--- config.mk ---
export PLATFORM = sky130hd
export DESIGN_NAME = sliding_window_min_max_top
export DESIGN_NICKNAME = d
export VERILOG_FILES = /design/src/sv/swmm_pkg.sv /design/src/sv/swmm_fifo.sv /design/src/sv/swmm_front.sv /design/src/sv/swmm_back.sv /design/src/sv/sliding_window_min_max_top.sv
export VERILOG_INCLUDE_DIRS = /design/src /design/src/sv
export SDC_FILE = /design/constraint.sdc
export NUM_CORES = 2
export LEC_CHECK = 0
export ABC_AREA = 1
export ABC_CLOCK_PERIOD_IN_PS = 19000
export BUFFER_PORTS_ARGS = -buffer_cell sky130_fd_sc_hd__buf_2
export CORE_MARGIN = 2
export CORE_UTILIZATION = 40
export CTS_CLUSTER_DIAMETER = 150
export DETAILED_ROUTE_END_ITERATION = 16
export SLEW_MARGIN = 15
export SYNTH_ARGS = -nofsm -noshare
export SYNTH_HDL_FRONTEND = slang
export SYNTH_HIERARCHICAL = 1
export SYNTH_SLANG_ARGS = --single-unit
export TNS_END_PERCENT = 100
--- constraint.sdc ---
create_clock -name aclk -period 19 [get_ports aclk]
set_input_delay 5.7 -clock aclk [delete_from_list [all_inputs] [get_ports aclk]]
set_output_delay 5.7 -clock aclk [all_outputs]
set_load 0.02 [all_outputs]
--- src/sv/sliding_window_min_max_top_assert.svh ---
// Assertion macros used by the sliding window min/max back part.
// Expects aclk and aresetn in the scope of every use.
`ifndef SLIDING_WINDOW_MIN_MAX_TOP_ASSERT_SVH
`define SLIDING_WINDOW_MIN_MAX_TOP_ASSERT_SVH

// Consequent must hold in the same cycle as the antecedent
`define SWMM_ASSERT_SAME(lbl, ante, cons, msg) \
    lbl: assert property (@(posedge aclk) disable iff (!aresetn) (ante) |-> (cons)) \
        else $error(msg);

// Consequent must hold in the cycle after the antecedent
`define SWMM_ASSERT_NEXT(lbl, ante, cons, msg) \
    lbl: assert property (@(posedge aclk) disable iff (!aresetn) (ante) |=> (cons)) \
        else $error(msg);

`endif

--- src/sv/swmm_pkg.sv ---
// Shared types and constants for the sliding window min/max block.
// No dependencies; imported by the front, back and top modules of the block.
package swmm_pkg;

    localparam int TIME_W     = 48;
    localparam int DATA_W     = 32;
    localparam int BC_W       = 5;
    localparam int CFG_IDX_W  = 4;
    localparam int DIV_CNT_W  = $clog2(TIME_W);

    localparam logic [DATA_W-1:0] ALL_ONES   = '1;
    localparam logic [BC_W-1:0]   BC_RESET   = BC_W'(16);
    localparam logic [DATA_W-1:0] IV_RESET   = DATA_W'(1000000);
    localparam logic [DIV_CNT_W-1:0] DIV_LAST = DIV_CNT_W'(TIME_W - 1);

    // Configuration register indexes
    localparam logic [CFG_IDX_W-1:0] CFG_BUCKET_COUNT = CFG_IDX_W'(0);
    localparam logic [CFG_IDX_W-1:0] CFG_INTERVAL_US  = CFG_IDX_W'(1);

    typedef enum logic [1:0] {
        F_IDLE,
        F_DIV_OLD,
        F_DIV_NEW,
        F_PUSH
    } front_state_t;

    typedef enum logic [1:0] {
        B_IDLE,
        B_CLEAR,
        B_SCAN,
        B_FOLD
    } back_state_t;

endpackage

--- src/sv/swmm_fifo.sv ---
// Small command queue between the front and back parts.
// Depends on nothing but its parameters.
module swmm_fifo #(
    parameter int W     = 8,
    parameter int DEPTH = 2
) (
    input  logic         aclk,
    input  logic         aresetn,
    input  logic         in_valid,
    output logic         in_ready,
    input  logic [W-1:0] in_data,
    output logic         out_valid,
    input  logic         out_ready,
    output logic [W-1:0] out_data
);
    localparam int PTR_W = (DEPTH > 1) ? $clog2(DEPTH) : 1;
    localparam int CNT_W = $clog2(DEPTH + 1);

    logic [W-1:0]     mem_reg [DEPTH];
    logic [PTR_W-1:0] wptr_reg;
    logic [PTR_W-1:0] rptr_reg;
    logic [CNT_W-1:0] count_reg;
    logic             push;
    logic             pop;

    assign in_ready  = count_reg < CNT_W'(DEPTH);
    assign out_valid = count_reg != '0;
    assign out_data  = mem_reg[rptr_reg];
    assign push      = in_valid && in_ready;
    assign pop       = out_valid && out_ready;

    function automatic logic [PTR_W-1:0] ptr_inc(input logic [PTR_W-1:0] p);
        return (p == PTR_W'(DEPTH - 1)) ? '0 : p + PTR_W'(1);
    endfunction

    // Pointers and fill count
    always_ff @(posedge aclk) begin
        if (!aresetn) begin
            wptr_reg  <= '0;
            rptr_reg  <= '0;
            count_reg <= '0;
        end else begin
            if (push) wptr_reg <= ptr_inc(wptr_reg);
            if (pop)  rptr_reg <= ptr_inc(rptr_reg);
            if (push && !pop)      count_reg <= count_reg + CNT_W'(1);
            else if (pop && !push) count_reg <= count_reg - CNT_W'(1);
        end
    end

    // Storage
    always_ff @(posedge aclk) begin
        if (push) mem_reg[wptr_reg] <= in_data;
    end

endmodule

--- src/sv/swmm_front.sv ---
// Front part: config registers, input acceptance, bucket numbering.
// Uses swmm_pkg; one shared restoring divider, a bit per cycle.
module swmm_front #(
    parameter int MAX_BUCKETS = 16
) (
    input  logic                            aclk,
    input  logic                            aresetn,
    input  logic                            cfg_valid,
    output logic                            cfg_ready,
    input  logic [swmm_pkg::CFG_IDX_W-1:0]  cfg_index,
    input  logic [swmm_pkg::DATA_W-1:0]     cfg_data,
    input  logic                            s_tvalid,
    output logic                            s_tready,
    input  logic [swmm_pkg::TIME_W-1:0]     s_elapsed_us,
    input  logic [swmm_pkg::DATA_W-1:0]     s_sample,
    output logic                            cmd_valid,
    input  logic                            cmd_ready,
    output logic                            cmd_wrap,
    output logic [((MAX_BUCKETS > 1) ? $clog2(MAX_BUCKETS) : 1)-1:0] cmd_slot_old,
    output logic [((MAX_BUCKETS > 1) ? $clog2(MAX_BUCKETS) : 1)-1:0] cmd_slot_new,
    output logic [$clog2(MAX_BUCKETS + 1)-1:0] cmd_n,
    output logic [swmm_pkg::DATA_W-1:0]     cmd_sample
);
    import swmm_pkg::*;

    localparam int IDX_W = (MAX_BUCKETS > 1) ? $clog2(MAX_BUCKETS) : 1;
    localparam int N_W   = $clog2(MAX_BUCKETS + 1);

    front_state_t          state_reg, state_next;
    logic [BC_W-1:0]       bc_reg;
    logic [DATA_W-1:0]     iv_reg;
    logic [TIME_W-1:0]     last_time_reg;
    logic [TIME_W-1:0]     now_reg;
    logic [DATA_W-1:0]     sample_reg;
    logic [TIME_W-1:0]     dvd_reg;
    logic [DATA_W-1:0]     rem_reg;
    logic [TIME_W-1:0]     quo_reg;
    logic [IDX_W-1:0]      mod_reg;
    logic [DIV_CNT_W-1:0]  cnt_reg;
    logic [TIME_W-1:0]     abs_old_reg;
    logic [IDX_W-1:0]      slot_old_reg;

    logic                  accept;
    logic                  push;
    logic                  cfg_fire;
    logic                  div_step;
    logic                  div_last;
    logic [N_W-1:0]        n_eff;
    logic [DATA_W-1:0]     iv_eff;
    logic [DATA_W:0]       rem_sh;
    logic                  qbit;
    logic [DATA_W-1:0]     rem_new;
    logic [TIME_W-1:0]     quo_new;
    logic [IDX_W:0]        mod_sh;
    logic [IDX_W-1:0]      mod_new;
    logic [TIME_W:0]       abs_diff;

    // Effective config: zero count means one slot, clamp to capacity
    always_comb begin
        if (bc_reg == '0) begin
            n_eff = N_W'(1);
        end else if (32'(bc_reg) > MAX_BUCKETS) begin
            n_eff = N_W'(MAX_BUCKETS);
        end else begin
            n_eff = N_W'(bc_reg);
        end
        iv_eff = (iv_reg == '0) ? DATA_W'(1) : iv_reg;
    end

    // One restoring division step; quotient mod n tracked alongside
    always_comb begin
        rem_sh  = {rem_reg, dvd_reg[TIME_W-1]};
        qbit    = rem_sh >= {1'b0, iv_eff};
        rem_new = qbit ? DATA_W'(rem_sh - {1'b0, iv_eff}) : rem_sh[DATA_W-1:0];
        quo_new = {quo_reg[TIME_W-2:0], qbit};
        mod_sh  = {mod_reg, qbit};
        mod_new = (mod_sh >= (IDX_W+1)'(n_eff)) ? IDX_W'(mod_sh - (IDX_W+1)'(n_eff))
                                                : mod_sh[IDX_W-1:0];
        div_last = cnt_reg == DIV_LAST;
    end

    // Next state
    always_comb begin
        state_next = state_reg;
        case (state_reg)
            F_IDLE:    if (s_tvalid) state_next = F_DIV_OLD;
            F_DIV_OLD: if (div_last) state_next = F_DIV_NEW;
            F_DIV_NEW: if (div_last) state_next = F_PUSH;
            F_PUSH:    if (cmd_ready) state_next = F_IDLE;
            default:   state_next = F_IDLE;
        endcase
    end

    // Control outputs
    always_comb begin
        s_tready = 1'b0;
        cmd_valid = 1'b0;
        div_step = 1'b0;
        case (state_reg)
            F_IDLE:    s_tready = 1'b1;
            F_DIV_OLD: div_step = 1'b1;
            F_DIV_NEW: div_step = 1'b1;
            F_PUSH:    cmd_valid = 1'b1;
            default:   s_tready = 1'b0;
        endcase
    end

    assign cfg_ready = 1'b1;
    assign cfg_fire  = cfg_valid && cfg_ready;
    assign accept    = s_tvalid && s_tready;
    assign push      = cmd_valid && cmd_ready;

    // Whole window passed, or time went backwards (borrow out)
    assign abs_diff     = {1'b0, quo_reg} - {1'b0, abs_old_reg};
    assign cmd_wrap     = abs_diff[TIME_W] || (abs_diff[TIME_W-1:0] >= TIME_W'(n_eff));
    assign cmd_slot_new = mod_reg;
    assign cmd_slot_old = cmd_wrap ? mod_reg : slot_old_reg;
    assign cmd_n        = n_eff;
    assign cmd_sample   = sample_reg;

    // Control state and config registers
    always_ff @(posedge aclk) begin
        if (!aresetn) begin
            state_reg     <= F_IDLE;
            bc_reg        <= BC_RESET;
            iv_reg        <= IV_RESET;
            last_time_reg <= '0;
        end else begin
            state_reg <= state_next;
            if (cfg_fire) begin
                case (cfg_index)
                    CFG_BUCKET_COUNT: bc_reg <= cfg_data[BC_W-1:0];
                    CFG_INTERVAL_US:  iv_reg <= cfg_data;
                    default:          ;
                endcase
            end
            if (push) last_time_reg <= now_reg;
        end
    end

    // Divider datapath: old time first, then the new one
    always_ff @(posedge aclk) begin
        if (accept) begin
            now_reg    <= s_elapsed_us;
            sample_reg <= s_sample;
            dvd_reg    <= last_time_reg;
            rem_reg    <= '0;
            quo_reg    <= '0;
            mod_reg    <= '0;
            cnt_reg    <= '0;
        end else if (div_step) begin
            if (div_last && state_reg == F_DIV_OLD) begin
                abs_old_reg  <= quo_new;
                slot_old_reg <= mod_new;
                dvd_reg      <= now_reg;
                rem_reg      <= '0;
                quo_reg      <= '0;
                mod_reg      <= '0;
                cnt_reg      <= '0;
            end else begin
                dvd_reg <= {dvd_reg[TIME_W-2:0], 1'b0};
                rem_reg <= rem_new;
                quo_reg <= quo_new;
                mod_reg <= mod_new;
                cnt_reg <= cnt_reg + DIV_CNT_W'(1);
            end
        end
    end

endmodule

--- src/sv/swmm_back.sv ---
// Back part: bucket ring, clearing walk, bound rescan, fold and result register.
// Uses swmm_pkg and the assertion macro header.
`include "sliding_window_min_max_top_assert.svh"

module swmm_back #(
    parameter int MAX_BUCKETS = 16
) (
    input  logic                            aclk,
    input  logic                            aresetn,
    input  logic                            cmd_valid,
    output logic                            cmd_ready,
    input  logic                            cmd_wrap,
    input  logic [((MAX_BUCKETS > 1) ? $clog2(MAX_BUCKETS) : 1)-1:0] cmd_slot_old,
    input  logic [((MAX_BUCKETS > 1) ? $clog2(MAX_BUCKETS) : 1)-1:0] cmd_slot_new,
    input  logic [$clog2(MAX_BUCKETS + 1)-1:0] cmd_n,
    input  logic [swmm_pkg::DATA_W-1:0]     cmd_sample,
    output logic                            m_tvalid,
    input  logic                            m_tready,
    output logic [swmm_pkg::DATA_W-1:0]     m_window_min,
    output logic [swmm_pkg::DATA_W-1:0]     m_window_max
);
    import swmm_pkg::*;

    localparam int IDX_W = (MAX_BUCKETS > 1) ? $clog2(MAX_BUCKETS) : 1;
    localparam int N_W   = $clog2(MAX_BUCKETS + 1);

    back_state_t        state_reg, state_next;
    logic [DATA_W-1:0]  bmin_reg [MAX_BUCKETS];
    logic [DATA_W-1:0]  bmax_reg [MAX_BUCKETS];
    logic [DATA_W-1:0]  run_min_reg;
    logic [DATA_W-1:0]  run_max_reg;
    logic [IDX_W-1:0]   idx_reg, idx_next;
    logic [IDX_W-1:0]   slot_new_reg;
    logic [N_W-1:0]     n_reg;
    logic [DATA_W-1:0]  sample_reg;
    logic               out_valid_reg;
    logic [DATA_W-1:0]  out_min_reg;
    logic [DATA_W-1:0]  out_max_reg;

    logic               pop;
    logic               clr_all;
    logic               clr_one;
    logic               run_init;
    logic               scan_en;
    logic               fold_fire;
    logic               out_free;
    logic               clear_done;
    logic               scan_done;
    logic [DATA_W-1:0]  rd_min;
    logic [DATA_W-1:0]  rd_max;
    logic [DATA_W-1:0]  fold_bmin;
    logic [DATA_W-1:0]  fold_bmax;
    logic [DATA_W-1:0]  fold_rmin;
    logic [DATA_W-1:0]  fold_rmax;

    // Next ring slot, wrapping at the slot count
    function automatic logic [IDX_W-1:0] slot_inc(input logic [IDX_W-1:0] s,
                                                  input logic [N_W-1:0] n);
        logic [N_W-1:0] s1;
        s1 = N_W'(s) + N_W'(1);
        return (s1 == n) ? '0 : IDX_W'(s1);
    endfunction

    assign rd_min     = bmin_reg[idx_reg];
    assign rd_max     = bmax_reg[idx_reg];
    assign out_free   = !out_valid_reg || m_tready;
    assign clear_done = idx_reg == slot_new_reg;
    assign scan_done  = (N_W'(idx_reg) + N_W'(1)) == n_reg;

    assign fold_bmin = (sample_reg < rd_min) ? sample_reg : rd_min;
    assign fold_bmax = (sample_reg > rd_max) ? sample_reg : rd_max;
    assign fold_rmin = (sample_reg < run_min_reg) ? sample_reg : run_min_reg;
    assign fold_rmax = (sample_reg > run_max_reg) ? sample_reg : run_max_reg;

    // Next state and slot pointer
    always_comb begin
        state_next = state_reg;
        idx_next   = idx_reg;
        case (state_reg)
            B_IDLE: begin
                if (cmd_valid) begin
                    if (!cmd_wrap && cmd_slot_new != cmd_slot_old) begin
                        state_next = B_CLEAR;
                        idx_next   = slot_inc(cmd_slot_old, cmd_n);
                    end else begin
                        state_next = B_FOLD;
                        idx_next   = cmd_slot_new;
                    end
                end
            end
            B_CLEAR: begin
                if (clear_done) begin
                    state_next = B_SCAN;
                    idx_next   = '0;
                end else begin
                    idx_next = slot_inc(idx_reg, n_reg);
                end
            end
            B_SCAN: begin
                if (scan_done) begin
                    state_next = B_FOLD;
                    idx_next   = slot_new_reg;
                end else begin
                    idx_next = idx_reg + IDX_W'(1);
                end
            end
            B_FOLD: if (out_free) state_next = B_IDLE;
            default: state_next = B_IDLE;
        endcase
    end

    // Control strobes
    always_comb begin
        pop       = 1'b0;
        clr_all   = 1'b0;
        clr_one   = 1'b0;
        run_init  = 1'b0;
        scan_en   = 1'b0;
        fold_fire = 1'b0;
        case (state_reg)
            B_IDLE: begin
                pop     = cmd_valid;
                clr_all = cmd_valid && cmd_wrap;
            end
            B_CLEAR: begin
                clr_one  = 1'b1;
                run_init = clear_done;
            end
            B_SCAN:  scan_en = 1'b1;
            B_FOLD:  fold_fire = out_free;
            default: pop = 1'b0;
        endcase
    end

    assign cmd_ready = pop;

    // Control registers and result handshake
    always_ff @(posedge aclk) begin
        if (!aresetn) begin
            state_reg     <= B_IDLE;
            out_valid_reg <= 1'b0;
        end else begin
            state_reg <= state_next;
            if (fold_fire)     out_valid_reg <= 1'b1;
            else if (m_tready) out_valid_reg <= 1'b0;
        end
    end

    // Command latch and slot pointer
    always_ff @(posedge aclk) begin
        idx_reg <= idx_next;
        if (pop) begin
            slot_new_reg <= cmd_slot_new;
            n_reg        <= cmd_n;
            sample_reg   <= cmd_sample;
        end
        if (fold_fire) begin
            out_min_reg <= fold_rmin;
            out_max_reg <= fold_rmax;
        end
    end

    // Bucket ring
    always_ff @(posedge aclk) begin
        if (!aresetn || clr_all) begin
            for (int i = 0; i < MAX_BUCKETS; i++) begin
                bmin_reg[i] <= ALL_ONES;
                bmax_reg[i] <= '0;
            end
        end else if (clr_one) begin
            bmin_reg[idx_reg] <= ALL_ONES;
            bmax_reg[idx_reg] <= '0;
        end else if (fold_fire) begin
            bmin_reg[idx_reg] <= fold_bmin;
            bmax_reg[idx_reg] <= fold_bmax;
        end
    end

    // Window bounds
    always_ff @(posedge aclk) begin
        if (!aresetn || clr_all || run_init) begin
            run_min_reg <= ALL_ONES;
            run_max_reg <= '0;
        end else if (scan_en) begin
            if (rd_min < run_min_reg) run_min_reg <= rd_min;
            if (rd_max > run_max_reg) run_max_reg <= rd_max;
        end else if (fold_fire) begin
            run_min_reg <= fold_rmin;
            run_max_reg <= fold_rmax;
        end
    end

    assign m_tvalid     = out_valid_reg;
    assign m_window_min = out_min_reg;
    assign m_window_max = out_max_reg;

    // A result always holds at least its own sample
    `SWMM_ASSERT_SAME(a_result_ordered, m_tvalid, m_window_min <= m_window_max, "result min above max")
    // The walk and the rescan stay inside the slots in use
    `SWMM_ASSERT_SAME(a_idx_in_use, state_reg == B_CLEAR || state_reg == B_SCAN, N_W'(idx_reg) < n_reg, "slot pointer beyond count")
    // A fold always shows up at the result port
    `SWMM_ASSERT_NEXT(a_fold_delivers, fold_fire, m_tvalid, "fold without result")

endmodule

--- src/sv/sliding_window_min_max_top.sv ---
// Top level of the sliding window min/max block: front, command queue, back.
// Uses swmm_pkg, swmm_front, swmm_fifo and swmm_back.
//
//  Channel  Dir  Handshake           Payload
//  s_       in   s_tvalid/s_tready   s_tdata: elapsed_us[47:0], sample[79:48]
//  m_       out  m_tvalid/m_tready   m_tdata: window_min[31:0], window_max[63:32]
//  cfg_     in   cfg_valid/cfg_ready cfg_index (0 bucket_count, 1 interval_us), cfg_data
//
//  The front takes a new item only after pushing the last one: one shared restoring
//  divider works out the old and the new bucket number a quotient bit per cycle.
//  The back folds each item into its slot after clearing the slots it moves over
//  and rescanning the slots in use when the ring moves on; a two-entry queue
//  overlaps the two. A waiting result holds the back in its fold; once the queue is
//  full the front waits to push and s_tready stays low. Reset clears the ring at once.
module sliding_window_min_max_top #(
    parameter int MAX_BUCKETS = 16
) (
    input  logic                           aclk,
    input  logic                           aresetn,
    input  logic                           cfg_valid,
    output logic                           cfg_ready,
    input  logic [swmm_pkg::CFG_IDX_W-1:0] cfg_index,
    input  logic [swmm_pkg::DATA_W-1:0]    cfg_data,
    input  logic                           s_tvalid,
    output logic                           s_tready,
    input  logic [79:0]                    s_tdata,   // elapsed_us[47:0], sample[79:48]
    output logic                           m_tvalid,
    input  logic                           m_tready,
    output logic [63:0]                    m_tdata    // window_min[31:0], window_max[63:32]
);
    import swmm_pkg::*;

    localparam int IDX_W = (MAX_BUCKETS > 1) ? $clog2(MAX_BUCKETS) : 1;
    localparam int N_W   = $clog2(MAX_BUCKETS + 1);
    localparam int CMD_W = 1 + 2 * IDX_W + N_W + DATA_W;

    logic              f_valid, f_ready;
    logic              f_wrap;
    logic [IDX_W-1:0]  f_slot_old, f_slot_new;
    logic [N_W-1:0]    f_n;
    logic [DATA_W-1:0] f_sample;
    logic              b_valid, b_ready;
    logic              b_wrap;
    logic [IDX_W-1:0]  b_slot_old, b_slot_new;
    logic [N_W-1:0]    b_n;
    logic [DATA_W-1:0] b_sample;
    logic [CMD_W-1:0]  q_in, q_out;
    logic [DATA_W-1:0] win_min, win_max;

    swmm_front #(.MAX_BUCKETS(MAX_BUCKETS)) u_front (
        .aclk         (aclk),
        .aresetn      (aresetn),
        .cfg_valid    (cfg_valid),
        .cfg_ready    (cfg_ready),
        .cfg_index    (cfg_index),
        .cfg_data     (cfg_data),
        .s_tvalid     (s_tvalid),
        .s_tready     (s_tready),
        .s_elapsed_us (s_tdata[TIME_W-1:0]),
        .s_sample     (s_tdata[TIME_W+DATA_W-1:TIME_W]),
        .cmd_valid    (f_valid),
        .cmd_ready    (f_ready),
        .cmd_wrap     (f_wrap),
        .cmd_slot_old (f_slot_old),
        .cmd_slot_new (f_slot_new),
        .cmd_n        (f_n),
        .cmd_sample   (f_sample)
    );

    assign q_in = {f_wrap, f_slot_old, f_slot_new, f_n, f_sample};

    swmm_fifo #(.W(CMD_W), .DEPTH(2)) u_queue (
        .aclk      (aclk),
        .aresetn   (aresetn),
        .in_valid  (f_valid),
        .in_ready  (f_ready),
        .in_data   (q_in),
        .out_valid (b_valid),
        .out_ready (b_ready),
        .out_data  (q_out)
    );

    assign {b_wrap, b_slot_old, b_slot_new, b_n, b_sample} = q_out;

    swmm_back #(.MAX_BUCKETS(MAX_BUCKETS)) u_back (
        .aclk         (aclk),
        .aresetn      (aresetn),
        .cmd_valid    (b_valid),
        .cmd_ready    (b_ready),
        .cmd_wrap     (b_wrap),
        .cmd_slot_old (b_slot_old),
        .cmd_slot_new (b_slot_new),
        .cmd_n        (b_n),
        .cmd_sample   (b_sample),
        .m_tvalid     (m_tvalid),
        .m_tready     (m_tready),
        .m_window_min (win_min),
        .m_window_max (win_max)
    );

    assign m_tdata = {win_max, win_min};

endmodule
# After elaboration in Yosys (flattened, before gate mapping)
# Memory sizes are Yosys's and may differ from the RTL's. A register that Yosys moved wholly into a read port is not among the register bits.
# Cells that the tools add are included.
dict set report totals {
  regBits 537
  mem_bits_rw 1116
  inputBits 121
  wordCells 194
  mem_count 3
}
dict set report op_classes {
  addsub 11
  order_cmp 11
  eq_ne 22
  mux 79
  bitwise_logic 3
  reduce_logical 39
}
# name depth width rd rd_clocked_by_memory_dff wr line
set memory_table {}
lappend memory_table {u_back.bmax_reg 16 32 1 1 16 swmm_back.sv:29} ;# logic [DATA_W-1:0] bmax_reg [MAX_BUCKETS];
lappend memory_table {u_back.bmin_reg 16 32 1 1 16 swmm_back.sv:28} ;# logic [DATA_W-1:0] bmin_reg [MAX_BUCKETS];
lappend memory_table {u_queue.mem_reg 2 46 1 1 1 swmm_fifo.sv:19} ;# logic [W-1:0] mem_reg [DEPTH];
# operator count
set ops {}
lappend ops {{32-bit two-way mux} 17}
lappend ops {{48-bit two-way mux} 4}
lappend ops {{32-bit > comparator} 3}
lappend ops {{32-bit less-than comparator} 3}
lappend ops {{32-bit OR reduction} 2}
lappend ops {{4-bit two-way mux} 13}
lappend ops {{48-bit by 48-bit subtractor with 49-bit output} 1}
lappend ops {{48-bit by 5-bit >= comparator with 1-bit output} 1}
lappend ops {{33-bit by 32-bit >= comparator with 1-bit output} 1}
lappend ops {{32-bit logical NOT} 1}
lappend ops {{32-bit subtractor} 1}
lappend ops {{1-bit two-way mux} 28}
lappend ops {{2-bit two-way mux} 11}
lappend ops {{2-bit one-hot mux with 4 select lines} 2}
lappend ops {{2-bit by 1-bit inequality test with 1-bit output (second input constant)} 7}
lappend ops {{4-bit one-hot mux with 3 select lines} 1}
lappend ops {{4-bit by 1-bit adder with 5-bit output (second input constant)} 2}
lappend ops {{5-bit equality test} 2}
lappend ops {{5-bit two-way mux} 2}
lappend ops {{2-bit AND reduction} 5}
lappend ops {{2-bit nonzero test} 5}
lappend ops {{2-bit equality test (second input constant)} 4}
lappend ops {{1-bit logical AND} 8}
lappend ops {{4-bit AND reduction} 2}
lappend ops {{26 further kinds} 39}

# Longest topological paths before layout
dict set report depth {
  depth_word 10
  mapped_depth 27
  mapped_depth_nobuf 23
}

# Cells and area by module
# Netlist, hierarchy kept.
# module instances cells_each area_per_inst_um2 seq_area_each_um2
set by_module_without_submodules {}
lappend by_module_without_submodules {swmm_back 1 5828 60573.1 35444.0}
lappend by_module_without_submodules {swmm_front 1 2444 19164.6 8948.6}
lappend by_module_without_submodules {swmm_fifo 1 178 3756.1 2862.7}

# Least setup slack after synthesis
# Ideal clock, no wire load.
dict set report synth_path {
  path_kind {input-to-reg}
  from {input s_tvalid}
  to {register u_front.abs_old_reg[0] (enable)}
  t_arrival_ns 10.855
  t_required_ns 18.474
  slack_ns 7.619
  stages 3
  path_buffers 0
  path_cell_list {nand2_1 > inv_1 > nor3_1}
}
dict set report synth_between {
  elab_chain_len 3
}
# element line
set synth_rtl {}
lappend synth_rtl {{start, declared} sliding_window_min_max_top.sv:24} ;# input logic s_tvalid,
lappend synth_rtl {{1-bit logical AND} swmm_front.sv:110} ;# assign accept = s_tvalid && s_tready;
lappend synth_rtl {{net u_front.accept} swmm_front.sv:43} ;# logic accept;
lappend synth_rtl {{1-bit NOT (no line)} --}
lappend synth_rtl {{3-bit AND reduction (no line)} --}
lappend synth_rtl {{end signal, assigned} swmm_front.sv:153} ;# abs_old_reg <= quo_new;
lappend synth_rtl {{end, declared} swmm_front.sv:40} ;# logic [TIME_W-1:0] abs_old_reg;
# The timed path passes the listed nets, and every way through them passes these cells.
# A chain may end at the register's enable or synchronous reset.

==> reports/qor.yml <==
hold_path:
  min_path_type: "flop to flop"
  min_path_cells: 0
outcome:
  status: "complete, no violations"
global_route:
  grtUsageTotal_pct: 24.5
  grt_pass1_vias: 61700
  grt_pass1_wl_um: 393000
  grt_max_degree: 230
  grt_remaining_overflow: 0
  antenna_found_initial: 12
clocking:
  clockRootBuffer: "clkbuf_16"
  clkSinkCount: 1658
  hold_buffers: 0
  worst_skew_pair.late_latency_ps: 830
  postCtsSetupBuffers: 0
  cts_tree: "yes"
  clk_pin_slew_ps: 60
  cts_resized: 0
  clk_path_buf_depth: 3
  h-tree-depth: 4
  cts_buffers: 175
logic_synthesis:
  yosysTopAreaCellShare_pct: 50.5
  syn_avg_cell_area_sq_um: 9.88
  synth_cells: 8450
  ys_seq_area_share_pct: 56.6
  synth-seq-cells: 1658
  syn-num-nets: 8868
  syn_area_sq_um: 83500
  yosys.area.top_type: "edfxtp_1"
  synthDistinctLibCells: 67
  synth_warnings: 6
  synth_area_leaders: "edfxtp_1 (51%), nor2_1 (6.2%), dfxtp_1 (6.1%)"
timing:
  hold_viol: 0
  fin_skew_ps: 53.3
  period_share_pct: 53.6
  min_period_ps: 10180
  tns_ps: 0
  setup_viol: 0
  tightest_slew_ps: 1260
  drv_slew: 0
  fmax_mhz: 98.2
  rsz0062_at_grt: "no"
  slew_headroom_pct: 16.0
final_layout:
  syn2layout_area_growth_pct: 9.80
  final_cell_mix: "edfxtp_1 (1405), nor2_1 (1358), nand2_1 (994)"
  layout-drive-gt1-share_pct: 9.82
  fill_cells: 19800
  final_cells: 11300
  fin_nets: 8740
  final_util_pct: 44.2
  mostFrequentLayoutCell: "edfxtp_1"
die:
  design.core.area_sq_um: 207000
  rows: 167
  io_pins: 188
  die_h_um: 461
  initial_core_util_pct: 40.3
  die_area_sq_um: 212000
  die_w_um: 461
detailed_routing:
  drc: 0
  drt-initial-drc-count: 7702
  via_per_inst: 5.78
  ant_nets: 0
  wl_per_cell_um: 23.7
  drtPass1Iterations: 6
  vias: 65100
  drt_wl_total_um: 267000
placement:
  gp_congestion: 0.926
  io_buffers: 186
  hpwl_um: 170000
  place_inst: 10900
setup_path:
  critPathMaxFanout: 87
  crit_path_end: "u_back/bmin_reg[14][12]"
  worstSetupEndpointType: "flop"
  startpoint: "aresetn"
  critical_path_class: "primary input to flop"
  start_kind: "primary input"
  cp_data_required_time_ps: 19450
  timing.reg2reg.worst_path_depth: 17
  ff2ff_setup_slack_ps: 11130
  r2r_end: "u_back/bmin_reg[9][31]"
  cp.arrival_ps: 10630
flow_run:
  drv_cap: 0
power_and_ir_drop:
  power_density_nw_per_um2: 159
  p_leak_nw: 32.5
  peakVddDrop_mv: 0.129
[layout make-up]
class                           count  area, sq um  share of cell area [%]
Sequential cell                  1658        47300                    51.6
Multi-Input combinational cell   5515        31100                    33.9
Clock buffer                      244         4770                    5.21
Tap cell                         2788         3490                    3.80
Inverter                          670         2540                    2.77
Timing Repair Buffer              302         1880                    2.05
Clock inverter                     73          646                   0.704
Antenna cell                        5         12.5                  0.0136
[through the flow]
step	worst slack, ps	area, sq um	total power [mW]	hold slack, ps
floorplan	7620	83500	9.09	408
global placement	8070	86200	11.1	414
CTS	8960	91700	14.5	428
finish	8820	91700	14.5	431
global route	8660	91700	15.2	442
detailed placement	8080	86200	11.2	417
[cell families after synthesis]
kind of cell	count (synthesis)	share of synthesized area [%]
buffers and inverters	1277	6.58
AND/OR/NAND/NOR	3581	19.9
adder cells (fa/ha/maj)	297	4.48
XOR/XNOR	54	0.566
flip-flops	1658	56.6
other	1	0.00449
AO/OA/AOI/OAI	1536	11.1
multiplexers	46	0.800
[layer usage]
metal  GRT usage, %  vias up  share of wire [%]
li1               -    29800                  -
met1           32.3    31900                 40
met2           39.0     2865                 46
met3           4.62      525                8.7
met4           11.3       10                4.9
met5              0        -              0.019
[how the worst min path moves through the flow]
stage | start | end | slack [ps]
2_1_floorplan | u_front/quo_reg[0] | u_front/abs_old_reg[1] | 410
5_1_grt | u_front/quo_reg[0] | u_front/abs_old_reg[1] | 440
6_report | u_front/quo_reg[17] | u_front/abs_old_reg[18] | 430
3_3_place_gp | u_front/quo_reg[0] | u_front/abs_old_reg[1] | 410
4_1_cts | u_front/quo_reg[17] | u_front/abs_old_reg[18] | 430
3_5_place_dp | u_front/quo_reg[0] | u_front/abs_old_reg[1] | 420
[where the power goes]
part	switching (mW)	internal (mW)
clock network	1.47	1.82
registers	0.268	4.57
logic	4.92	1.48
[synth_stat cells, drive strengths merged]
| master | number |
|---|---|
| a21boi | 7 |
| a22oi | 1 |
| and2 | 56 |
| clkbuf | 392 |
| o21a | 13 |
| a31oi | 56 |
| o21ai | 755 |
| and3 | 2 |
| ha | 294 |
| o41ai | 1 |
| nor4b | 1 |
| mux2 | 46 |
| xor2 | 30 |
| xnor2 | 24 |
| a221oi | 6 |
| o211ai | 105 |
| a211oi | 12 |
| o21bai | 10 |
| nand3b | 10 |
| o31ai | 2 |
| nor3 | 33 |
| nor4 | 16 |
| nand2 | 1077 |
| dfxtp | 253 |
| or3 | 1 |
| inv | 665 |
| o221ai | 190 |
| nor2 | 1388 |
| a21o | 10 |
| fa | 3 |
| nand3 | 431 |
| clkinv | 5 |
| o2111ai | 1 |
| buf | 215 |
| a22o | 3 |
| o22ai | 116 |
| a21oi | 246 |
| nand4 | 563 |
| edfxtp | 1405 |
| a2111oi | 2 |
| conb | 1 |
| or2 | 3 |
[critical path: stages]
cell	delay, ps
buf_2	80
buf_4	650
o21ai_0	420
a21oi_1	570
nand2_1	390
nor2_4	980
clkinv_1	350
buf_4	350
nand2_4	270
buf_4	700
No activity file was read; power rests on OpenSTA's default activity.
